## src/sv/delimited_section_extractor_defines.svh

```systemverilog
// Assertion macros for the delimited section extractor.
`ifndef DELIMITED_SECTION_EXTRACTOR_DEFINES_SVH
`define DELIMITED_SECTION_EXTRACTOR_DEFINES_SVH

// Same-cycle implication, sampled on clk, off during reset.
`define DSE_ASSERT_IMPLY(lbl, ante, cons, msg) \
	lbl: assert property (@(posedge clk) disable iff (!arst_n) (ante) |-> (cons)) \
		else $error(msg);

// Next-cycle implication, sampled on clk, off during reset.
`define DSE_ASSERT_NEXT(lbl, ante, cons, msg) \
	lbl: assert property (@(posedge clk) disable iff (!arst_n) (ante) |=> (cons)) \
		else $error(msg);

`endif

```

## src/sv/dse_pkg.sv

```systemverilog
// Constants and register indexes for the delimited section extractor.
package dse_pkg;

	localparam int unsigned NUM_PAIRS_DEF     = 2;
	localparam int unsigned MAX_DELIM_LEN_DEF = 8;
	localparam int unsigned POSITION_BITS_DEF = 32;

	localparam int unsigned CFG_INDEX_W = 3;
	localparam int unsigned CFG_DATA_W  = 64;
	localparam int unsigned DELIM_W     = 64;
	localparam int unsigned LENGTHS_W   = 16;
	localparam int unsigned FLAGS_W     = 4;
	localparam int unsigned RESULT_W    = 32;

	localparam logic [CFG_INDEX_W-1:0] REG_START_FIRST  = 3'd0;
	localparam logic [CFG_INDEX_W-1:0] REG_END_FIRST    = 3'd1;
	localparam logic [CFG_INDEX_W-1:0] REG_START_SECOND = 3'd2;
	localparam logic [CFG_INDEX_W-1:0] REG_END_SECOND   = 3'd3;
	localparam logic [CFG_INDEX_W-1:0] REG_DELIM_LENGTHS = 3'd4;
	localparam logic [CFG_INDEX_W-1:0] REG_INCL_FLAGS   = 3'd5;

endpackage

```

## src/sv/delimited_section_extractor.sv

```systemverilog
// Delimited section extractor: reports framed sections, one byte per unstalled cycle.
// Takes one content byte per cycle on the in channel unless stalled and, once a section
// framed by a start and end delimiter closes, gives one result (pair, start offset,
// length); a byte marked last that closes nothing gives a found=0 result. Sustained
// rate is one byte per clock while out_ready holds; a byte passes the input register,
// the matchers and the result register. A waiting result holds the input off once the
// byte behind it fills the input register. The user must write configuration through
// cfg_we/cfg_index/cfg_wdata only while no content is in flight; the block does not check.
module delimited_section_extractor #(
	parameter int unsigned NUM_PAIRS     = dse_pkg::NUM_PAIRS_DEF,
	parameter int unsigned MAX_DELIM_LEN = dse_pkg::MAX_DELIM_LEN_DEF,
	parameter int unsigned POSITION_BITS = dse_pkg::POSITION_BITS_DEF
) (
	input  logic                            clk,
	input  logic                            arst_n,
	input  logic                            cfg_we,
	input  logic [dse_pkg::CFG_INDEX_W-1:0] cfg_index,
	input  logic [dse_pkg::CFG_DATA_W-1:0]  cfg_wdata,
	input  logic                            in_valid,
	output logic                            in_ready,
	input  logic [7:0]                      ch,
	input  logic                            last,
	output logic                            out_valid,
	input  logic                            out_ready,
	output logic                            found,
	output logic                            pair_index,
	output logic [dse_pkg::RESULT_W-1:0]    start_offset,
	output logic [dse_pkg::RESULT_W-1:0]    section_length
);
	import dse_pkg::*;
	`include "delimited_section_extractor_defines.svh"

	localparam int unsigned PW = $clog2(MAX_DELIM_LEN + 1);
	// signed span for end - start: covers -(2^P + 6) .. 2^P
	localparam int unsigned DW = RESULT_W + 3;

	// configuration
	logic [DELIM_W-1:0]   start_delim_q [2];
	logic [DELIM_W-1:0]   end_delim_q [2];
	logic [LENGTHS_W-1:0] delim_lengths_q;
	logic [FLAGS_W-1:0]   inclusive_flags_q;

	// input stage
	logic       valid_s1;
	logic [7:0] ch_s1;
	logic       last_s1;

	// matcher state
	logic [POSITION_BITS-1:0] byte_position_q, byte_position_d;
	logic                     section_open_q, section_open_d;
	logic                     active_pair_q, active_pair_d;
	logic [PW-1:0]            start_progress_q [NUM_PAIRS];
	logic [PW-1:0]            start_progress_d [NUM_PAIRS];
	logic [PW-1:0]            end_progress_q [NUM_PAIRS];
	logic [PW-1:0]            end_progress_d [NUM_PAIRS];
	logic [POSITION_BITS-1:0] open_start_offset_q, open_start_offset_d;

	// result register
	logic                out_valid_q;
	logic                found_q;
	logic                pair_index_q;
	logic [RESULT_W-1:0] start_offset_q;
	logic [RESULT_W-1:0] section_length_q;

	logic                go;
	logic                opened;
	logic                hit_close;
	logic [RESULT_W-1:0] close_len;
	logic [PW-1:0]       slen [NUM_PAIRS];
	logic [PW-1:0]       elen [NUM_PAIRS];
	logic                sincl [NUM_PAIRS];
	logic                eincl [NUM_PAIRS];
	logic [7:0]          sbyte [NUM_PAIRS];
	logic [7:0]          ebyte [NUM_PAIRS];
	logic signed [DW-1:0] sec_end;
	logic signed [DW-1:0] sec_len;

	function automatic logic [PW-1:0] pat_len(input logic [3:0] nib);
		if (32'(nib) > MAX_DELIM_LEN) begin
			return PW'(MAX_DELIM_LEN);
		end
		return PW'(nib);
	endfunction

	assign go       = valid_s1 && (!out_valid_q || out_ready);
	assign in_ready = !valid_s1 || go;

	always_ff @(posedge clk or negedge arst_n) begin
		if (!arst_n) begin
			start_delim_q[0]  <= '0;
			start_delim_q[1]  <= '0;
			end_delim_q[0]    <= '0;
			end_delim_q[1]    <= '0;
			delim_lengths_q   <= '0;
			inclusive_flags_q <= '0;
		end else if (cfg_we) begin
			unique case (cfg_index)
				REG_START_FIRST:   start_delim_q[0]  <= cfg_wdata[DELIM_W-1:0];
				REG_END_FIRST:     end_delim_q[0]    <= cfg_wdata[DELIM_W-1:0];
				REG_START_SECOND:  start_delim_q[1]  <= cfg_wdata[DELIM_W-1:0];
				REG_END_SECOND:    end_delim_q[1]    <= cfg_wdata[DELIM_W-1:0];
				REG_DELIM_LENGTHS: delim_lengths_q   <= cfg_wdata[LENGTHS_W-1:0];
				REG_INCL_FLAGS:    inclusive_flags_q <= cfg_wdata[FLAGS_W-1:0];
				default: ;
			endcase
		end
	end

	always_comb begin
		for (int i = 0; i < NUM_PAIRS; i++) begin
			slen[i]  = pat_len(delim_lengths_q[8*i +: 4]);
			elen[i]  = pat_len(delim_lengths_q[8*i+4 +: 4]);
			sincl[i] = inclusive_flags_q[2*i];
			eincl[i] = inclusive_flags_q[2*i+1];
			sbyte[i] = 8'(start_delim_q[i] >> {start_progress_q[i], 3'b000});
			ebyte[i] = 8'(end_delim_q[i] >> {end_progress_q[i], 3'b000});
		end
	end

	always_comb begin
		byte_position_d     = last_s1 ? '0 : byte_position_q + 1'b1;
		section_open_d      = section_open_q;
		active_pair_d       = active_pair_q;
		open_start_offset_d = open_start_offset_q;
		start_progress_d    = start_progress_q;
		end_progress_d      = end_progress_q;
		opened              = 1'b0;
		hit_close           = 1'b0;
		close_len           = '0;
		sec_end             = '0;
		sec_len             = '0;
		if (!section_open_q) begin
			// pairs in order; the first completion wins and later pairs sit out this byte
			for (int i = 0; i < NUM_PAIRS; i++) begin
				if (!opened && start_progress_q[i] < slen[i]) begin
					if (sbyte[i] == ch_s1) begin
						if (PW'(start_progress_q[i] + 1'b1) == slen[i]) begin
							opened              = 1'b1;
							start_progress_d[i] = '0;
							end_progress_d[i]   = '0;
							section_open_d      = 1'b1;
							active_pair_d       = 1'(i);
							open_start_offset_d = sincl[i]
								? byte_position_q - POSITION_BITS'(slen[i]) + 1'b1
								: byte_position_q + 1'b1;
						end else begin
							start_progress_d[i] = PW'(start_progress_q[i] + 1'b1);
						end
					end else begin
						start_progress_d[i] = '0;
					end
				end
			end
		end else begin
			for (int i = 0; i < NUM_PAIRS; i++) begin
				if (active_pair_q == 1'(i) && end_progress_q[i] < elen[i]) begin
					if (ebyte[i] == ch_s1) begin
						if (PW'(end_progress_q[i] + 1'b1) == elen[i]) begin
							hit_close         = 1'b1;
							end_progress_d[i] = '0;
							section_open_d    = 1'b0;
							active_pair_d     = 1'b0;
							sec_end = eincl[i]
								? DW'(byte_position_q) + 1'b1
								: DW'(byte_position_q) - DW'(elen[i]) + 1'b1;
							sec_len = sec_end - DW'(open_start_offset_q);
							if (sec_len[DW-1]) begin
								close_len = '0;
							end else if (|sec_len[DW-2:RESULT_W]) begin
								close_len = '1;
							end else begin
								close_len = sec_len[RESULT_W-1:0];
							end
						end else begin
							end_progress_d[i] = PW'(end_progress_q[i] + 1'b1);
						end
					end else begin
						end_progress_d[i] = '0;
					end
				end
			end
		end
		if (last_s1) begin
			section_open_d      = 1'b0;
			active_pair_d       = 1'b0;
			open_start_offset_d = '0;
			for (int i = 0; i < NUM_PAIRS; i++) begin
				start_progress_d[i] = '0;
				end_progress_d[i]   = '0;
			end
		end
	end

	always_ff @(posedge clk or negedge arst_n) begin
		if (!arst_n) begin
			valid_s1 <= 1'b0;
		end else if (in_valid && in_ready) begin
			valid_s1 <= 1'b1;
		end else if (go) begin
			valid_s1 <= 1'b0;
		end
	end

	always_ff @(posedge clk) begin
		if (in_valid && in_ready) begin
			ch_s1   <= ch;
			last_s1 <= last;
		end
	end

	always_ff @(posedge clk or negedge arst_n) begin
		if (!arst_n) begin
			byte_position_q     <= '0;
			section_open_q      <= 1'b0;
			active_pair_q       <= 1'b0;
			open_start_offset_q <= '0;
			for (int i = 0; i < NUM_PAIRS; i++) begin
				start_progress_q[i] <= '0;
				end_progress_q[i]   <= '0;
			end
		end else if (go) begin
			byte_position_q     <= byte_position_d;
			section_open_q      <= section_open_d;
			active_pair_q       <= active_pair_d;
			open_start_offset_q <= open_start_offset_d;
			start_progress_q    <= start_progress_d;
			end_progress_q      <= end_progress_d;
		end
	end

	always_ff @(posedge clk or negedge arst_n) begin
		if (!arst_n) begin
			out_valid_q <= 1'b0;
		end else if (go) begin
			out_valid_q <= hit_close || last_s1;
		end else if (out_ready) begin
			out_valid_q <= 1'b0;
		end
	end

	// a close on the last byte wins over the no-close result
	always_ff @(posedge clk) begin
		if (go) begin
			found_q          <= hit_close;
			pair_index_q     <= hit_close ? active_pair_q : 1'b0;
			start_offset_q   <= hit_close ? RESULT_W'(open_start_offset_q) : '0;
			section_length_q <= hit_close ? close_len : '0;
		end
	end

	assign out_valid      = out_valid_q;
	assign found          = found_q;
	assign pair_index     = pair_index_q;
	assign start_offset   = start_offset_q;
	assign section_length = section_length_q;

	`DSE_ASSERT_NEXT(a_last_clears, go && last_s1, !section_open_q && byte_position_q == '0, "last byte did not clear content state")
	`DSE_ASSERT_NEXT(a_close_gives_result, go && section_open_q && hit_close, out_valid_q && found_q, "section close produced no found result")
	`DSE_ASSERT_IMPLY(a_nofound_zero, out_valid_q && !found_q, !pair_index_q && start_offset_q == '0 && section_length_q == '0, "no-close result carries nonzero fields")

endmodule
```

## config.mk

```make
export PLATFORM = sky130hd
export DESIGN_NAME = delimited_section_extractor
export DESIGN_NICKNAME = d
export VERILOG_FILES = /design/src/sv/dse_pkg.sv /design/src/sv/delimited_section_extractor.sv
export VERILOG_INCLUDE_DIRS = /design/src /design/src/sv
export SDC_FILE = /design/constraint.sdc
export NUM_CORES = 1
export LEC_CHECK = 0
export BUFFER_PORTS_ARGS = -buffer_cell sky130_fd_sc_hd__buf_2
export CORE_ASPECT_RATIO = 0.6
export CORE_MARGIN = 1
export CORE_UTILIZATION = 30
export CTS_BUF_LIST = sky130_fd_sc_hd__clkbuf_4 sky130_fd_sc_hd__clkbuf_8
export CTS_CLUSTER_SIZE = 28
export DETAILED_ROUTE_END_ITERATION = 10
export PLACE_DENSITY_LB_ADDON = 0.1
export SLEW_MARGIN = 5
export SYNTH_ARGS = -nofsm -noshare
export SYNTH_HDL_FRONTEND = slang
export SYNTH_SLANG_ARGS = --single-unit
```

## constraint.sdc

```tcl
create_clock -name clk -period 7.8 [get_ports clk]
set_input_delay 1.56 -clock clk [delete_from_list [all_inputs] [get_ports clk]]
set_output_delay 1.56 -clock clk [all_outputs]
set_load 0.02 [all_outputs]
```

==> flow_metrics.tcl <==
set metrics [dict create \
    synth-edff-count 75 \
    hold_buffers 0 \
    syn2layout_area_growth_pct 14.1 \
    yosys_warnings 0 \
    synthFlopType "dfrtp_1" \
    yosysUniqueCellTypes 105 \
    finalHoldViolations 0 \
    tns_ns 0 \
    cts_buffer_depth 3 \
    drv_cap 0 \
    r2r_slack_ns 0.34 \
    slew_headroom 0.253 \
    clk_pin_slew_ns 0.07 \
    globalplace.congestion 1.02 \
    die_area_sq_um 110000 \
    worstMarginPinSlew_ns 1.12 \
    rsz0062_at_grt "no" \
    wl_mm 146 \
    end_kind "flip-flop" \
    route.detailed.drc 0 \
    seq_area_frac_synth 0.345 \
    cts_root_buffer "clkbuf_8" \
    ir_drop_uv 122 \
    cts_tree "built" \
    core_sq_um 108000 \
    antenna_found_initial 5 \
    multi_input_area_sq_um 20300 \
    n_fill_cell 11036 \
    setup_viol_count_final 0 \
    min_from "end_delim_q[63]" \
    synth.cell_area_sq_um 32700 \
    max_clock_freq_mhz 134 \
    portBuffers 148 \
    fin_skew_ns 0.0465 \
    die_width_microns 428 \
    reg2reg_to "section_length[7]" \
    hold_end "end_delim_q[63]" \
    cts_buffers 76 \
    cp.arrival_ns 8.06 \
    required_ns 8.40 \
    outcome "completed" \
    grt_pass1_wl_mm 207 \
    hold_class "flip-flop to flip-flop" \
    avgViaCountPerCell 5.68 \
    regArea_sq_um 11300 \
    num_vias 28595 \
    r2r_start "byte_position_q[3]" \
    total_power_w 0.0124 \
    crit_type "flip-flop to flip-flop" \
    synth-async-reset-ratio 0.828 \
    grt-ovfl-total 0 \
    ys_ff_latch 435 \
    reg2reg_depth 24 \
    drt_iter0_markers 3306 \
    min_path_cells 1 \
    cts.sinks 435 \
    startpoint_type "flip-flop" \
    die_y_microns 258 \
    grt_max_degree 128 \
    routedWlPerCell_microns 29.0 \
    drtAntennaViolNets 0 \
    synth_cells 3369 \
    syn_nets 3660 \
    io_pins 149 \
    final.period_utilization 0.957 \
    dr.pass1.iters 6 \
    crit_fanout 11 \
    dp_hpwl_mm 115 \
    grt_pass1_vias 26474 \
    fin_nets 3840 \
    clk-insertion-delay-late_ns 0.80 \
    finalCriticalPeriod_ns 7.46 \
    p_per_area_nw_per_um2 333 \
    leakagePower_nw 15.3 \
    syn_area_per_cell_sq_um 9.69 \
    slew_violations 0 \
    num_rows 93 \
    cts_max_level 3 \
    grtUsageTotal 0.261 \
    start_util 0.303 \
    drive_above_1_share 0.225 \
]
kinds of logic (layout without fill, tap and decap cells):
family | count (synthesis) | after routing | synth area share
flip-flops | 435 | 435 | 0.345
adder cells (fa/ha/maj) | 210 | 210 | 0.0818
AO/OA/AOI/OAI | 825 | 825 | 0.164
AND/OR/NAND/NOR | 919 | 919 | 0.142
multiplexers | 400 | 400 | 0.158
XOR/XNOR | 271 | 271 | 0.0727
other | 0 | 4 | 0
buffers and inverters | 309 | 549 | 0.0367
repair_timing:
item | in CTS | in global routing
gates resized for setup | 0 | 5
setup buffers | 0 | 1
endpoints found under the setup margin | 0 | 31
per-stage QoR:
step	hold WS, ns	utilization	instance area [sq um]	cells	worst slack (ns)
2_1_floorplan	0.463	-	32700	3369	1.24
3_3_place_gp	0.482	0.330	35500	4895	0.475
3_5_place_dp	0.491	0.330	35500	4895	0.412
4_1_cts	0.505	0.346	37200	5033	0.348
5_1_grt	0.515	0.346	37200	5035	0.0394
6_report	0.500	0.346	37200	5038	0.338
cells in the final DEF (no fill, tap or decap), types with 39 or more instances in the layout:
cell type and instances:
ha_1 204, nand3_1 67, nand4_1 45, o21ai_0 242, mux4_2 64, buf_2 147
edfxtp_1 75, buf_4 119, inv_1 139, a21oi_1 194, nand2b_1 39, mux2i_1 57
nand2_1 222, a21o_1 47, mux2_2 279, nor2_1 219, xor2_1 57, clkbuf_8 88
a211oi_1 39, and2_1 62, nor3_1 69, xnor2_1 213, dfrtp_1 355
registers in the layout, indices dropped and copies added, names as in the netlist:
register and count:
open_start_offset_q 32, byte_position_q 32, inclusive_flags_q 4, start_delim_q 128, delim_lengths_q 16, last_s1 1
start_progress_q 8, section_open_q 1, end_delim_q 128, active_pair_q 1, out_valid 1, ch_s1 8
found 1, pair_index 1, section_length 32, valid_s1 1, end_progress_q 8, start_offset 32
metal layers:
layer  vias up  GRT usage  part of all wire
met5         -          0                 0
met4         0     0.0503             0.019
met3       138     0.0852              0.11
met1     14507      0.442              0.54
li1      12747          -                 -
met2      1203      0.298              0.33
report_power, final:
part	total, W	internal, W	switching, W
sequential	0.00288	0.00267	0.000213
combinational	0.00702	0.00269	0.00433
clock	0.00250	0.00134	0.00116
Yosys cell counts (47+ instances only):
| library cell | count | area (sq um) |
|---|---|---|
| a21o_1 | 47 | 353 |
| a21oi_1 | 195 | 976 |
| and2_1 | 62 | 388 |
| clkbuf_1 | 140 | 526 |
| dfrtp_1 | 360 | 9010 |
| edfxtp_1 | 75 | 2250 |
| ha_1 | 204 | 2550 |
| inv_1 | 140 | 526 |
| mux2_2 | 279 | 3140 |
| mux2i_1 | 57 | 571 |
| mux4_2 | 64 | 1440 |
| nand2_1 | 222 | 833 |
| nand3_1 | 67 | 335 |
| nor2_1 | 220 | 826 |
| nor3_1 | 70 | 350 |
| o21ai_0 | 242 | 1210 |
| xnor2_1 | 214 | 1870 |
| xor2_1 | 57 | 499 |
worst max-delay path, stage by stage, from the launching register on:
cell and delay [ns]:
dfrtp_1 0.56, ha_1 0.38, nor2_1 0.59, nand3_1 0.33, or3_1 0.40, a221o_1 0.43, nor4_4 0.43, nand2_1 0.27
nor3_1 0.24, xnor2_1 0.14, mux2i_1 0.10, xnor2_1 0.17, ha_1 0.43, nand2_1 0.07, o21ai_0 0.50, a221o_1 0.30
nand2_1 0.07, a21bo_2 0.22, a31oi_1 0.33, nor2_1 0.15, xnor2_1 0.21, a2bb2oi_1 0.39, buf_4 0.28, nor2_1 0.07
o221ai_1 0.20
worst max path at each step:
stage | start | to | slack [ns] | depth (start not counted)
final | byte_position_q[3] | section_length[7] | 0.34 | 24
after global routing | delim_lengths_q[7] | section_length[8] | 0.04 | 26
after CTS | delim_lengths_q[15] | section_length[7] | 0.35 | 24
after detailed placement | delim_lengths_q[15] | section_length[13] | 0.41 | 24
after global placement | delim_lengths_q[7] | section_length[8] | 0.48 | 25
after floorplan | byte_position_q[0] | section_length[10] | 1.24 | 24
area by class of cell:
class                      count  share of cell area
inverter                     143              0.0145
clock inverter                31             0.00954
tap                         1425              0.0479
timing repair buffer         268              0.0447
sequential                   435               0.302
antenna                        4            0.000269
clock buffer                 107              0.0363
multi-input combinational   2625               0.544
(Power assumes the default switching activity.)
